**config.mk**
```make
export PLATFORM = sky130hd
export DESIGN_NAME = dcc_track_waveform_generator_top
export DESIGN_NICKNAME = d
export VERILOG_FILES = /design/src/dcctwg_pkg.sv /design/src/dcctwg_front.sv /design/src/dcctwg_back.sv /design/src/dcc_track_waveform_generator_top.sv
export SDC_FILE = /design/constraint.sdc
export NUM_CORES = 1
export LEC_CHECK = 0
export ABC_CLOCK_PERIOD_IN_PS = 3870
export CORE_UTILIZATION = 60
export DETAILED_ROUTE_END_ITERATION = 10
export DONT_BUFFER_PORTS = 1
export PLACE_DENSITY = 0.76
export RECOVER_POWER = 25
export SYNTH_ARGS = -nofsm -noshare
export SYNTH_HDL_FRONTEND = slang
export SYNTH_HIERARCHICAL = 1
export SYNTH_SLANG_ARGS = --single-unit
```
**constraint.sdc**
```tcl
create_clock -name clock -period 3.87 [get_ports clock]
set_input_delay 0.774 -clock clock [delete_from_list [all_inputs] [get_ports clock]]
set_output_delay 0.774 -clock clock [all_outputs]
set_load 0.005 [all_outputs]
```
**src/dcctwg_pkg.sv**
```systemverilog
// Package for the DCC track waveform generator: payload structs, codes,
// frame states and reset constants. No dependencies.
package dcctwg_pkg;

   // Request payload (one tick or one packet offer)
   typedef struct packed {
      logic        func;
      logic        rail_power;
      logic [47:0] packet_bytes;
      logic [2:0]  packet_len;
      logic        packet_service;
   } req_payload_type;

   // Response payload (one per request)
   typedef struct packed {
      logic [1:0] half_period;
      logic [1:0] rail_a;
      logic [1:0] rail_b;
      logic       aux_level;
      logic       cutout_active;
      logic       need_packet;
      logic       idle_substituted;
   } rsp_payload_type;

   // Configuration register indexes
   localparam logic [2:0] CSR_RAILCOM_ENABLE  = 3'd0;
   localparam logic [2:0] CSR_S88_ENABLE      = 3'd1;
   localparam logic [2:0] CSR_PREAMBLE_BITS   = 3'd2;
   localparam logic [2:0] CSR_CUTOUT_BITS     = 3'd3;
   localparam logic [2:0] CSR_LONG_PRE_EXTRA  = 3'd4;

   localparam logic [5:0] PREAMBLE_RESET   = 6'd16;
   localparam logic [5:0] CUTOUT_RESET     = 6'd4;
   localparam logic [5:0] LONG_PRE_RESET   = 6'd8;
   localparam logic [5:0] BITS_PER_BYTE    = 6'd8;

   typedef struct packed {
      logic       railcom_enable;
      logic       s88_enable;
      logic [5:0] preamble_bits;
      logic [5:0] cutout_bits;
      logic [5:0] long_preamble_extra;
   } cfg_type;

   // Half-period codes
   localparam logic [1:0] HP_ONE   = 2'd0;
   localparam logic [1:0] HP_ZHIGH = 2'd1;
   localparam logic [1:0] HP_ZLOW  = 2'd2;
   localparam logic [1:0] HP_HALF  = 2'd3;

   // Rail drive codes
   localparam logic [1:0] RAIL_HOLD = 2'd0;
   localparam logic [1:0] RAIL_LOW  = 2'd1;
   localparam logic [1:0] RAIL_HIGH = 2'd2;
   localparam logic [1:0] RAIL_CUT  = 2'd3;

   // Idle packet bytes
   localparam logic [7:0] IDLE_BYTE0 = 8'hFF;
   localparam logic [7:0] IDLE_BYTE1 = 8'h00;
   localparam logic [7:0] IDLE_BYTE2 = 8'hFF;
   localparam int         IDLE_LEN   = 3;

   typedef enum logic [2:0] {
      ST_IDLE, ST_PRE, ST_LONGPRE, ST_BSTART, ST_NEXTBYTE, ST_BYTE, ST_END
   } frame_state_type;

   typedef enum logic {
      KIND_TICK, KIND_OFFER
   } item_kind_type;

   // Classified item as it travels through the queue
   typedef struct packed {
      item_kind_type kind;
      logic          power;
      logic          service;
      logic [47:0]   bytes;
   } item_type;

   localparam int QUEUE_DEPTH = 2;

endpackage

```
**src/dcctwg_front.sv**
```systemverilog
// Front end: classifies requests (tick or offer, length clamp) and
// buffers them in a two-entry queue. Depends on dcctwg_pkg.
module dcctwg_front #(
   parameter int MAX_PACKET_BYTES = 6,
   parameter int LEN_W = 3
) (
   input  logic                       clock,
   input  logic                       reset,
   input  logic                       req_valid,
   output logic                       req_ready,
   input  dcctwg_pkg::req_payload_type req_payload,
   output logic                       q_valid,
   output dcctwg_pkg::item_type       q_item,
   output logic [LEN_W-1:0]           q_len,
   input  logic                       q_pop
);

   localparam int DEPTH = dcctwg_pkg::QUEUE_DEPTH;
   localparam int PTR_W = $clog2(DEPTH);

   dcctwg_pkg::item_type item_ff [DEPTH];
   logic [LEN_W-1:0]     len_ff  [DEPTH];
   logic [PTR_W-1:0]     wr_ptr_ff, wr_ptr_in;
   logic [PTR_W-1:0]     rd_ptr_ff, rd_ptr_in;
   logic [PTR_W:0]       count_ff, count_in;

   dcctwg_pkg::item_type item_in;
   logic [LEN_W-1:0]     len_in;
   logic                 push;
   logic                 pop;

   // classify
   always_comb begin
      item_in.kind    = req_payload.func ? dcctwg_pkg::KIND_OFFER : dcctwg_pkg::KIND_TICK;
      item_in.power   = req_payload.rail_power;
      item_in.service = req_payload.packet_service;
      item_in.bytes   = req_payload.packet_bytes;
      if (int'(req_payload.packet_len) > MAX_PACKET_BYTES) begin
         len_in = LEN_W'(MAX_PACKET_BYTES);
      end else if (req_payload.packet_len == 3'd0) begin
         len_in = LEN_W'(1);
      end else begin
         len_in = LEN_W'(req_payload.packet_len);
      end
   end

   assign req_ready = (count_ff != (PTR_W+1)'(DEPTH));
   assign push      = req_valid && req_ready;
   assign q_valid   = (count_ff != '0);
   assign pop       = q_pop && q_valid;
   assign q_item    = item_ff[rd_ptr_ff];
   assign q_len     = len_ff[rd_ptr_ff];

   always_comb begin
      wr_ptr_in = push ? wr_ptr_ff + PTR_W'(1) : wr_ptr_ff;
      rd_ptr_in = pop ? rd_ptr_ff + PTR_W'(1) : rd_ptr_ff;
      count_in  = count_ff + (PTR_W+1)'(push) - (PTR_W+1)'(pop);
   end

   always_ff @(posedge clock) begin
      if (reset) begin
         wr_ptr_ff <= '0;
         rd_ptr_ff <= '0;
         count_ff  <= '0;
      end else begin
         wr_ptr_ff <= wr_ptr_in;
         rd_ptr_ff <= rd_ptr_in;
         count_ff  <= count_in;
      end
   end

   always_ff @(posedge clock) begin
      if (push) begin
         item_ff[wr_ptr_ff] <= item_in;
         len_ff[wr_ptr_ff]  <= len_in;
      end
   end

endmodule

```
**src/dcctwg_back.sv**
```systemverilog
// Back end: frame sequencer, packet double buffer and rail drive, with
// the response output register. Depends on dcctwg_pkg.
module dcctwg_back #(
   parameter int MAX_PACKET_BYTES = 6,
   parameter int LEN_W = 3
) (
   input  logic                        clock,
   input  logic                        reset,
   input  dcctwg_pkg::cfg_type         cfg,
   input  logic                        q_valid,
   input  dcctwg_pkg::item_type        q_item,
   input  logic [LEN_W-1:0]            q_len,
   output logic                        q_pop,
   output logic                        rsp_valid,
   input  logic                        rsp_ready,
   output dcctwg_pkg::rsp_payload_type rsp_payload
);

   localparam int IDX_W = $clog2(MAX_PACKET_BYTES);

   typedef logic [MAX_PACKET_BYTES-1:0][7:0] buf_type;

   logic                        phase_high_ff, phase_high_in;
   dcctwg_pkg::frame_state_type frame_state_ff, frame_state_in;
   logic [5:0]                  bit_count_ff, bit_count_in;
   logic [LEN_W-1:0]            bytes_left_ff, bytes_left_in;
   buf_type                     send_buffer_ff, send_buffer_in;
   logic [LEN_W-1:0]            send_length_ff, send_length_in;
   buf_type                     next_buffer_ff, next_buffer_in;
   logic [LEN_W-1:0]            next_length_ff, next_length_in;
   logic                        next_service_ff, next_service_in;
   logic                        buffer_free_ff, buffer_free_in;
   logic                        cutout_on_ff, cutout_on_in;
   logic                        half_pending_ff, half_pending_in;
   logic [1:0]                  last_period_ff, last_period_in;
   logic                        rsp_valid_ff, rsp_valid_in;
   dcctwg_pkg::rsp_payload_type rsp_payload_ff, rsp_payload_in;

   logic             fire;
   logic             is_offer;
   logic             is_half;
   logic [1:0]       hp;
   logic [1:0]       ra;
   logic [1:0]       rb;
   logic             idle_sub;
   logic [5:0]       target;
   logic [LEN_W-1:0] byte_idx;
   logic [7:0]       cur_byte;
   logic [2:0]       bit_sh;
   logic             cur_bit;
   logic [63:0]      padded;
   buf_type          offer_buf;
   buf_type          idle_buf;

   assign fire     = q_valid && (!rsp_valid_ff || rsp_ready);
   assign q_pop    = fire;
   assign is_offer = (q_item.kind == dcctwg_pkg::KIND_OFFER);
   assign is_half  = !is_offer && half_pending_ff;
   assign phase_high_in = (is_offer || is_half) ? phase_high_ff : !phase_high_ff;

   assign target = (cfg.cutout_bits >= cfg.preamble_bits) ? 6'd0
                 : cfg.preamble_bits - cfg.cutout_bits;

   // current data bit
   always_comb begin
      byte_idx = (bytes_left_ff <= send_length_ff) ? send_length_ff - bytes_left_ff : '0;
      if (int'(byte_idx) < MAX_PACKET_BYTES) begin
         cur_byte = send_buffer_ff[byte_idx[IDX_W-1:0]];
      end else begin
         cur_byte = '0;
      end
      if (bit_count_ff >= 6'd1 && bit_count_ff <= dcctwg_pkg::BITS_PER_BYTE) begin
         bit_sh = 3'(bit_count_ff - 6'd1);
      end else begin
         bit_sh = '0;
      end
      cur_bit = cur_byte[bit_sh];
   end

   // packet unpack and idle packet
   always_comb begin
      padded = {q_item.bytes, 16'h0000};
      for (int i = 0; i < MAX_PACKET_BYTES; i++) begin
         offer_buf[i] = (i < 6) ? padded[63-8*i -: 8] : 8'h00;
         idle_buf[i]  = 8'h00;
      end
      idle_buf[0] = dcctwg_pkg::IDLE_BYTE0;
      idle_buf[1] = dcctwg_pkg::IDLE_BYTE1;
      idle_buf[2] = dcctwg_pkg::IDLE_BYTE2;
   end

   // next state
   always_comb begin
      frame_state_in  = frame_state_ff;
      bit_count_in    = bit_count_ff;
      bytes_left_in   = bytes_left_ff;
      send_buffer_in  = send_buffer_ff;
      send_length_in  = send_length_ff;
      next_buffer_in  = next_buffer_ff;
      next_length_in  = next_length_ff;
      next_service_in = next_service_ff;
      buffer_free_in  = buffer_free_ff;
      cutout_on_in    = cutout_on_ff;
      half_pending_in = half_pending_ff;
      last_period_in  = hp;
      if (is_offer) begin
         next_buffer_in  = offer_buf;
         next_length_in  = q_len;
         next_service_in = q_item.service;
         buffer_free_in  = 1'b0;
      end else if (is_half) begin
         half_pending_in = 1'b0;
      end else if (!phase_high_in) begin
         if (frame_state_ff == dcctwg_pkg::ST_PRE && bit_count_ff <= target) begin
            cutout_on_in = 1'b0;
         end
      end else begin
         case (frame_state_ff)
            dcctwg_pkg::ST_IDLE, dcctwg_pkg::ST_PRE: begin
               if (frame_state_ff == dcctwg_pkg::ST_IDLE) begin
                  frame_state_in = dcctwg_pkg::ST_PRE;
                  if (cfg.railcom_enable && !next_service_ff) begin
                     cutout_on_in    = 1'b1;
                     half_pending_in = 1'b1;
                  end
               end
               if (bit_count_ff <= 6'd1) begin
                  cutout_on_in = 1'b0;
                  if (next_service_ff) begin
                     bit_count_in   = cfg.long_preamble_extra;
                     frame_state_in = dcctwg_pkg::ST_LONGPRE;
                  end else begin
                     bit_count_in   = '0;
                     frame_state_in = dcctwg_pkg::ST_BSTART;
                  end
               end else begin
                  bit_count_in = bit_count_ff - 6'd1;
               end
            end
            dcctwg_pkg::ST_LONGPRE: begin
               if (bit_count_ff <= 6'd1) begin
                  bit_count_in   = '0;
                  frame_state_in = dcctwg_pkg::ST_BSTART;
               end else begin
                  bit_count_in = bit_count_ff - 6'd1;
               end
            end
            dcctwg_pkg::ST_BSTART: begin
               if (buffer_free_ff) begin
                  send_buffer_in = idle_buf;
                  send_length_in = LEN_W'(dcctwg_pkg::IDLE_LEN);
               end else begin
                  send_buffer_in = next_buffer_ff;
                  send_length_in = next_length_ff;
               end
               buffer_free_in = 1'b1;
               frame_state_in = dcctwg_pkg::ST_BYTE;
               bit_count_in   = dcctwg_pkg::BITS_PER_BYTE;
               bytes_left_in  = send_length_in;
            end
            dcctwg_pkg::ST_NEXTBYTE: begin
               frame_state_in = dcctwg_pkg::ST_BYTE;
               bit_count_in   = dcctwg_pkg::BITS_PER_BYTE;
            end
            dcctwg_pkg::ST_BYTE: begin
               if (bit_count_ff <= 6'd1) begin
                  bit_count_in = '0;
                  if (bytes_left_ff <= LEN_W'(1)) begin
                     bytes_left_in  = '0;
                     frame_state_in = dcctwg_pkg::ST_END;
                  end else begin
                     bytes_left_in  = bytes_left_ff - LEN_W'(1);
                     frame_state_in = dcctwg_pkg::ST_NEXTBYTE;
                  end
               end else begin
                  bit_count_in = bit_count_ff - 6'd1;
               end
            end
            default: begin
               frame_state_in = dcctwg_pkg::ST_IDLE;
               bit_count_in   = cfg.preamble_bits;
            end
         endcase
      end
   end

   // outputs
   always_comb begin
      hp       = last_period_ff;
      ra       = dcctwg_pkg::RAIL_HOLD;
      rb       = dcctwg_pkg::RAIL_HOLD;
      idle_sub = 1'b0;
      if (is_offer) begin
         hp = last_period_ff;
      end else if (is_half) begin
         hp = dcctwg_pkg::HP_HALF;
         ra = q_item.power ? dcctwg_pkg::RAIL_CUT : dcctwg_pkg::RAIL_HOLD;
      end else begin
         if (!q_item.power) begin
            ra = dcctwg_pkg::RAIL_HOLD;
         end else if (cutout_on_ff) begin
            ra = dcctwg_pkg::RAIL_CUT;
         end else begin
            ra = phase_high_in ? dcctwg_pkg::RAIL_HIGH : dcctwg_pkg::RAIL_LOW;
         end
         rb = ra;
         if (!phase_high_in) begin
            hp = (last_period_ff == dcctwg_pkg::HP_ZHIGH) ? dcctwg_pkg::HP_ZLOW
               : dcctwg_pkg::HP_ONE;
         end else begin
            case (frame_state_ff)
               dcctwg_pkg::ST_IDLE: begin
                  hp = (cfg.railcom_enable && !next_service_ff) ? dcctwg_pkg::HP_HALF
                     : dcctwg_pkg::HP_ONE;
               end
               dcctwg_pkg::ST_PRE, dcctwg_pkg::ST_LONGPRE: hp = dcctwg_pkg::HP_ONE;
               dcctwg_pkg::ST_BSTART: begin
                  hp       = dcctwg_pkg::HP_ZHIGH;
                  idle_sub = buffer_free_ff;
               end
               dcctwg_pkg::ST_NEXTBYTE: hp = dcctwg_pkg::HP_ZHIGH;
               dcctwg_pkg::ST_BYTE: begin
                  hp = cur_bit ? dcctwg_pkg::HP_ONE : dcctwg_pkg::HP_ZHIGH;
               end
               default: hp = dcctwg_pkg::HP_ONE;
            endcase
         end
      end
      rsp_payload_in.half_period      = hp;
      rsp_payload_in.rail_a           = ra;
      rsp_payload_in.rail_b           = rb;
      rsp_payload_in.aux_level        = cfg.s88_enable && phase_high_in;
      rsp_payload_in.cutout_active    = cutout_on_in;
      rsp_payload_in.need_packet      = buffer_free_in;
      rsp_payload_in.idle_substituted = idle_sub;
   end

   assign rsp_valid_in = fire || (rsp_valid_ff && !rsp_ready);

   always_ff @(posedge clock) begin
      if (reset) begin
         phase_high_ff   <= 1'b0;
         frame_state_ff  <= dcctwg_pkg::ST_IDLE;
         bit_count_ff    <= dcctwg_pkg::PREAMBLE_RESET;
         bytes_left_ff   <= '0;
         send_buffer_ff  <= '0;
         send_length_ff  <= '0;
         next_buffer_ff  <= '0;
         next_length_ff  <= '0;
         next_service_ff <= 1'b0;
         buffer_free_ff  <= 1'b1;
         cutout_on_ff    <= 1'b0;
         half_pending_ff <= 1'b0;
         last_period_ff  <= dcctwg_pkg::HP_ONE;
         rsp_valid_ff    <= 1'b0;
      end else begin
         rsp_valid_ff <= rsp_valid_in;
         if (fire) begin
            phase_high_ff   <= phase_high_in;
            frame_state_ff  <= frame_state_in;
            bit_count_ff    <= bit_count_in;
            bytes_left_ff   <= bytes_left_in;
            send_buffer_ff  <= send_buffer_in;
            send_length_ff  <= send_length_in;
            next_buffer_ff  <= next_buffer_in;
            next_length_ff  <= next_length_in;
            next_service_ff <= next_service_in;
            buffer_free_ff  <= buffer_free_in;
            cutout_on_ff    <= cutout_on_in;
            half_pending_ff <= half_pending_in;
            last_period_ff  <= last_period_in;
         end
      end
   end

   always_ff @(posedge clock) begin
      if (fire) begin
         rsp_payload_ff <= rsp_payload_in;
      end
   end

   assign rsp_valid   = rsp_valid_ff;
   assign rsp_payload = rsp_payload_ff;

endmodule

```
**src/dcc_track_waveform_generator_top.sv**
```systemverilog
// Path: an accepted request is written into the queue, and from the queue head the
// sequencer then loads the response register.
// Throughput: one request per cycle absent response stalls; the sequencer updates its
// state once per request; the two-entry queue and response register absorb stalls.
// Reset (synchronous): config registers to defaults, frame idle, phase low,
// queue and response register empty; no clearing pass.
// Top level: config registers, front end (classify + queue), back end
// (sequencer + response register). Depends on dcctwg_pkg, dcctwg_front, dcctwg_back.
module dcc_track_waveform_generator_top #(
   parameter int MAX_PACKET_BYTES = 6
) (
   input  logic                        clock,
   input  logic                        reset,
   // request channel: ticks and packet offers
   input  logic                        req_valid,
   output logic                        req_ready,
   input  dcctwg_pkg::req_payload_type req_payload,
   // response channel: one per request
   output logic                        rsp_valid,
   input  logic                        rsp_ready,
   output dcctwg_pkg::rsp_payload_type rsp_payload,
   // config write channel
   input  logic                        csr_valid,
   output logic                        csr_ready,
   input  logic [2:0]                  csr_index,
   input  logic [5:0]                  csr_wdata
);

   // length and byte counters hold 0..MAX_PACKET_BYTES
   localparam int LEN_W = $clog2(MAX_PACKET_BYTES + 1);

   dcctwg_pkg::cfg_type  cfg_ff, cfg_in;
   logic                 q_valid;
   dcctwg_pkg::item_type q_item;
   logic [LEN_W-1:0]     q_len;
   logic                 q_pop;

   // config writes always accepted; unknown indexes are ignored
   assign csr_ready = 1'b1;

   always_comb begin
      cfg_in = cfg_ff;
      if (csr_valid) begin
         case (csr_index)
            dcctwg_pkg::CSR_RAILCOM_ENABLE: cfg_in.railcom_enable      = csr_wdata[0];
            dcctwg_pkg::CSR_S88_ENABLE:     cfg_in.s88_enable          = csr_wdata[0];
            dcctwg_pkg::CSR_PREAMBLE_BITS:  cfg_in.preamble_bits       = csr_wdata;
            dcctwg_pkg::CSR_CUTOUT_BITS:    cfg_in.cutout_bits         = csr_wdata;
            dcctwg_pkg::CSR_LONG_PRE_EXTRA: cfg_in.long_preamble_extra = csr_wdata;
            default:                        cfg_in = cfg_ff;
         endcase
      end
   end

   always_ff @(posedge clock) begin
      if (reset) begin
         cfg_ff.railcom_enable      <= 1'b0;
         cfg_ff.s88_enable          <= 1'b0;
         cfg_ff.preamble_bits       <= dcctwg_pkg::PREAMBLE_RESET;
         cfg_ff.cutout_bits         <= dcctwg_pkg::CUTOUT_RESET;
         cfg_ff.long_preamble_extra <= dcctwg_pkg::LONG_PRE_RESET;
      end else begin
         cfg_ff <= cfg_in;
      end
   end

   // front: decode tick/offer, clamp packet length, queue
   dcctwg_front #(
      .MAX_PACKET_BYTES(MAX_PACKET_BYTES),
      .LEN_W(LEN_W)
   ) u_front (
      .clock(clock),
      .reset(reset),
      .req_valid(req_valid),
      .req_ready(req_ready),
      .req_payload(req_payload),
      .q_valid(q_valid),
      .q_item(q_item),
      .q_len(q_len),
      .q_pop(q_pop)
   );

   // back: frame sequencer, double buffer, rail drive, response register
   dcctwg_back #(
      .MAX_PACKET_BYTES(MAX_PACKET_BYTES),
      .LEN_W(LEN_W)
   ) u_back (
      .clock(clock),
      .reset(reset),
      .cfg(cfg_ff),
      .q_valid(q_valid),
      .q_item(q_item),
      .q_len(q_len),
      .q_pop(q_pop),
      .rsp_valid(rsp_valid),
      .rsp_ready(rsp_ready),
      .rsp_payload(rsp_payload)
   );

endmodule

```
; ---- Word-level counts from Yosys, hierarchy flattened
; Memories as Yosys holds them, arrays and structs flattened. A register that Yosys moved wholly into a read port is not among the register bits.
; Index checks and enable logic that the tools add are counted.
; W data, S select, Z words.
[word_totals]
reg_bits = 153
latchBits = 0
mem_bits_rw = 108
rom_bits = 0
word_cells = 180
n_memories = 2
[mem_list]
columns = name, words, width, read_ports, rd_ports_with_merged_regs, write_ports, line_no
row1 = u_front.item_ff, 2, 51, 1, 1, 1, dcctwg_front.sv:21  ; dcctwg_pkg::item_type item_ff [DEPTH];
row2 = u_front.len_ff, 2, 3, 1, 1, 1, dcctwg_front.sv:22  ; logic [LEN_W-1:0] len_ff [DEPTH];
[op_classes]
add_sub_neg = 8
n_mul = 0
div_mod_pow = 0
n_lt_le_gt_ge = 11
n_eq_ne = 14
shifts = 0
muxes = 61
bitwise = 4
n_reduce_logical = 42
[op_table]
columns = operator, count
row1 = $mux W48, 1
row2 = $mux W3, 11
row3 = $mux W1, 26
row4 = $bmux W8 S3, 1
row5 = $mux W6, 4
row6 = $mux W2, 11
row7 = $pmux W6 S3, 1
row8 = $mux W8, 2
row9 = $eq A3 B2 Y1 const B, 4
row10 = $pmux W3 S4, 1
row11 = $reduce_and A2 Y1, 6
row12 = $reduce_and A6 Y1, 2
row13 = $reduce_bool A2 Y1, 6
row14 = $eq A3 B3 Y1 const B, 3
row15 = $logic_and A1 B1 Y1, 9
row16 = $logic_not A3 Y1, 3
row17 = $lt A3 B4 Y1 const B, 2
row18 = $reduce_or A2 Y1, 4
row19 = $reduce_and A7 Y1, 1
row20 = $eq A3 B1 Y1 const B, 2
row21 = $ge A6 B1 Y1 const B, 1
row22 = $ge A6 B6 Y1, 1
row23 = $le A6 B1 Y1 const B, 1
row24 = $le A6 B4 Y1 const B, 1
row25 = 25 further kinds, 36

; ---- Longest topological paths before layout
[logic_depth]
ltp_word = 12
depth_mapped = 18
depth_no_buf = 18

; ---- Modules after synthesis
; The synthesis kept the hierarchy.
[by_module_without_submodules]
columns = mod, n_inst, cells_each, area_per_inst_um2, seq_area_each_um2
row1 = dcctwg_back, 1, 784, 6317.3, 2742.6
row2 = dcctwg_front, 1, 202, 4162.7, 3343.2
row3 = dcc_track_waveform_generator_top, 1, 81, 875.8, 400.4

; ---- Worst setup path before layout
; No wires, ideal clock.
[synth_path]
path_kind = flip-flop to flip-flop
from = reg cfg_ff[12] (netlist name)
to = reg u_back.rsp_payload_ff (netlist bit u_back/rsp_payload[2]), data pin
setup_time_ps = 254
arrival_ps = 2810
required_time_ps = 3616
path_slack_ps = 806
path_stages_with_launch = 18
n_path_buf = 0
synth_period_minus_slack_ps = 3064
cell_sequence = dfxtp_1 > inv_1 > ha_1 > inv_1 > fa_1 > a21o_1 > a21o_1 > a21o_1 > a21oi_1 > a31oi_1 > nand2_1 > ha_1 > nor2b_1 > o21a_1 > o21a_1 > o21ai_0 > a21oi_1 > o21a_1
[synth_between]
elab_chain_len = 8
[synth_rtl]
columns = item, line_no
row1 = from (decl), dcc_track_waveform_generator_top.sv:32  ; dcctwg_pkg::cfg_type cfg_ff, cfg_in;
row2 = from (signal assigned), dcc_track_waveform_generator_top.sv:63  ; cfg_ff <= cfg_in;
row3 = $sub A6 B6 Y6 / $ge A6 B6 Y1 (equally long branches), "dcctwg_back.sv:62, dcctwg_back.sv:61"
row4 = $mux W6 (*), dcctwg_back.sv:61  ; assign target = (cfg.cutout_bits >= cfg.preamble_bits) ? 6'd0
row5 = $le A6 B6 Y1 (*), dcctwg_back.sv:114  ; if (frame_state_ff == dcctwg_pkg::ST_PRE && bit_count_ff <= target) begin
row6 = $logic_and A1 B1 Y1 (*), dcctwg_back.sv:114
row7 = $mux W1 (*), dcctwg_back.sv:114
row8 = $mux W1 (*), dcctwg_back.sv:113  ; end else if (!phase_high_in) begin
row9 = $mux W1 (*), dcctwg_back.sv:111  ; end else if (is_half) begin
row10 = $mux W1 (*), dcctwg_back.sv:106  ; if (is_offer) begin
row11 = via u_back.cutout_on_in, dcctwg_back.sv:33  ; logic cutout_on_ff, cutout_on_in;
row12 = to (signal assigned), dcctwg_back.sv:278  ; rsp_payload_ff <= rsp_payload_in;
row13 = to (decl), dcctwg_back.sv:37  ; dcctwg_pkg::rsp_payload_type rsp_payload_ff, rsp_payload_in;
; The timed path passes the listed nets; every way through them passes the cells marked *.
; A chain may end at the register's enable or synchronous reset.

; ---- Final worst setup path
; Ends and elaborated chain as after synthesis.

==> summary.md <==
| Metric | Value |
|---|---|
| HP Class | in2reg |
| Slew Limit Headroom | 0.350 |
| Fraction of layout cells with a size suffix above 1 | 0.123 |
| Die area | 0.0195 mm2 |
| Leak | ~4.5 nW |
| Syn avg cell area | approximately 11 um2 |
| Crit-path max FO | 5 |
| Placed inst area | 0.0115 mm2 |
| CTS Hold Bufs | 0 |
| Largest net degree at the start of global routing | approximately 160 |
| Vias per cell | ~6 |
| Routed vias | roughly 7,600 |
| Post-Synthesis Cells | 1,067 |
| Post-route cell area | 0.0123 mm2 |
| Post-layout min period | 3.29 ns |
| Initial antenna violation count | 0 |
| Post-Syn Nets | between 1,000 and 1,500 |
| Finished Core Util | 0.673 |
| WHS Endpoint | u_back/rsp_valid |
| Max-cap viol count | 0 |
| H-tree depth | 1 |
| DRC Markers | 0 |
| Synthesized flop and latch total | 265 |
| Worst path buffer plus inverter count | 2 |
| Critical Path End Type | flop |
| Worst hold stages | 1 |
| Clock transition at path regs | 0.06 ns |
| Initial core utilization | 0.622 |
| Top-count cell post-synth | dfxtp_1 |
| Overall power | 7.50 mW |
| WL final | approximately 22,000 um |
| Top FF cell, synth | dfxtp_1 |
| Hold Slack | 0.336 ns |
| CP peak stage delay | 0.41 ns |
| CP Cell Sequence | inv_1 -> ha_1 -> inv_1 -> fa_1 -> a21o_1 -> a21o_1 -> a21o_1 -> a21oi_1 -> a31oi_1 -> nand2_1 -> ha_1 -> nor2b_1 -> o21a_1 -> o21a_1 -> o21ai_0 -> a21oi_1 -> o21a_1 |
| Clock Sinks | 265 |
| Fin crit share | 0.851 |
| Root Buffer | clkbuf_16 |
| Port bufs | 0 |
| # IOs | 81 |
| Fmax | 304 MHz |
| Delay-heaviest family, CP | compound AO/OA/AOI/OAI gates |
| P per Cell Area | ~600 mW/mm2 |
| Cell count of the worst reg-to-reg path | 17 |
| Nets@finish | 1,135 |
| Worst Path Arrival | 3.57 ns |
| Yosys warnings | 6 |
| Rows | 49 |
| Detailed Place HPWL | 14,300 um |
| RSZ-0062 raised after global routing | false |
| Main area contributors after synthesis | edfxtp_1, dfxtp_1, mux2_2 |
| Worst clock skew | 0.00994 ns |
| Synthesized area | 0.0114 mm2 |
| Status | complete, no violations |
| Yosys top cell by area | edfxtp_1 |
| Diode count | 0 |
| Worst flop-to-flop path endpoint | u_back/rsp_payload[2] |
| Avg WL per Cell | 17.0 um |
| Critical Path RT | 4.15 ns |
| Area delta synth->final | 8.27% |
| Die height | 140 um |
| EDFF count, synth | 118 |
| Synth cell types | 67 |
| Post-CTS sizing | 0 |
| Setup TNS | 0 ns |
| Hold Fails Final Rpt | 0 |
| GRT overflow | 0 |
| Worst skew pair latency | ~0.53 ns |
| Post-CTS Setup Repair Bufs | 0 |
| Worst reg2reg setup slack | 0.58 ns |
| Setup CP Type | reg2reg |
| Cts bufs inserted | 26 |
| Worst hold path startpoint | reset |
| GRT Total Usage | 0.231 |
| DRT antenna net count | 0 |
| Register area share after synthesis | 0.571 |
| Global-route wire length before repair | 36,600 um |
| # setup viols final | 0 |
| Max Slew Vio Count | 0 |
| CTS tree | built |
| Peak supply drop | 0.477 mV |
| Crit path depth | 17 |
| Asr flop ratio synth | 0 |
| Synth cell count leaders | dfxtp_1, nand2_1, edfxtp_1 |
| Reg2reg start | cfg_ff[12] |
| DRT Pass-1 Iters | 5 |
| Deepest clock path buffer count | 3 |
| Worst-Margin Slew | between 0.9 and 1 ns |
| Critical-path top delay cell | fa_1 |
| CP Launch Type | flop |
| Die Span X | ~140 um |
| Via count of the first global-routing pass | around 7,400 |
| Drt first-iter violations | 539 |
| Placer Congestion | 0.916 |
| Core area | 0.0183 mm2 |
| Share of the synthesized area in the top cell type | 0.312 |
-- cells by family after synthesis --
kind of cell / after synthesis / share of synthesized area
xor gates and xnor gates: 8 / 0.00617
adders and majority gates: 22 / 0.0256
buffers and inverters: 96 / 0.0381
AOI/OAI and AO/OA: 200 / 0.106
DFF: 265 / 0.571
other: 1 / 0.000330
muxes: 94 / 0.0932
and+or+nand+nor: 381 / 0.159
-- cell usage in the layout (no fill, tap or decap), types with 29 or more instances in the layout --
| master | count |
|---|---|
| a21oi_1 | 110 |
| and3_1 | 34 |
| dfxtp_1 | 146 |
| edfxtp_1 | 118 |
| mux2_2 | 57 |
| mux2i_1 | 33 |
| nand2_1 | 136 |
| nand2b_1 | 29 |
| nor2_1 | 92 |
| nor3_1 | 40 |
-- per-stage QoR --
stage	worst slack, ns	instances
after floorplan	0.806	1067
after global placement	0.693	1246
after detailed placement	0.606	1246
after CTS	0.600	1294
final	0.576	1294
after global routing	0.405	1294
-- sequential cells by signal, indices dropped and copies added (netlist names), 2 cells and up, named ones only --
name	cells
u_back/last_period_ff	2
u_back/send_buffer_ff	48
u_back/bytes_left_ff	3
u_front/count_ff	2
u_front/item_ff	102
u_back/rsp_payload	10
u_back/next_length_ff	3
u_back/send_length_ff	3
u_back/frame_state_ff	3
cfg_ff	20
u_back/next_buffer_ff	48
u_back/bit_count_ff	6
u_front/len_ff	6
-- worst max path at each step --
stage,startpoint,endpoint,slack (ns)
6_report,cfg_ff[12],u_back/rsp_payload[2],0.58
5_1_grt,cfg_ff[12],u_back/rsp_payload[2],0.41
4_1_cts,cfg_ff[12],u_back/rsp_payload[2],0.60
3_5_place_dp,cfg_ff[12],u_back/rsp_payload[2],0.61
3_3_place_gp,cfg_ff[12],u_back/rsp_payload[2],0.69
2_1_floorplan,cfg_ff[12],u_back/rsp_payload[2],0.81
-- report_power, final --
group	total (mW)	internal [mW]	switching (mW)
Clock	2.43	1.39	1.03
Combinational	1.54	0.595	0.947
Sequential	3.53	3.33	0.196
-- metal layers --
layer	routed length, um	track usage
met1	9760	0.308
met2	10700	0.390
met3	1090	0.0403
met4	487	0.0642
met5	0	0
-- cell type report --
type / instances / area [um2]
Clock buffer: 30 / 676
Clock inverter: 18 / 161
Fill cell: 1382 / 5970
Inverter: 29 / 109
Multi-Input combinational cell: 706 / 4450
Sequential cell: 265 / 6490
Tap cell: 229 / 287
Timing Repair Buffer: 17 / 128
Power figures use the tool's default switching activity.
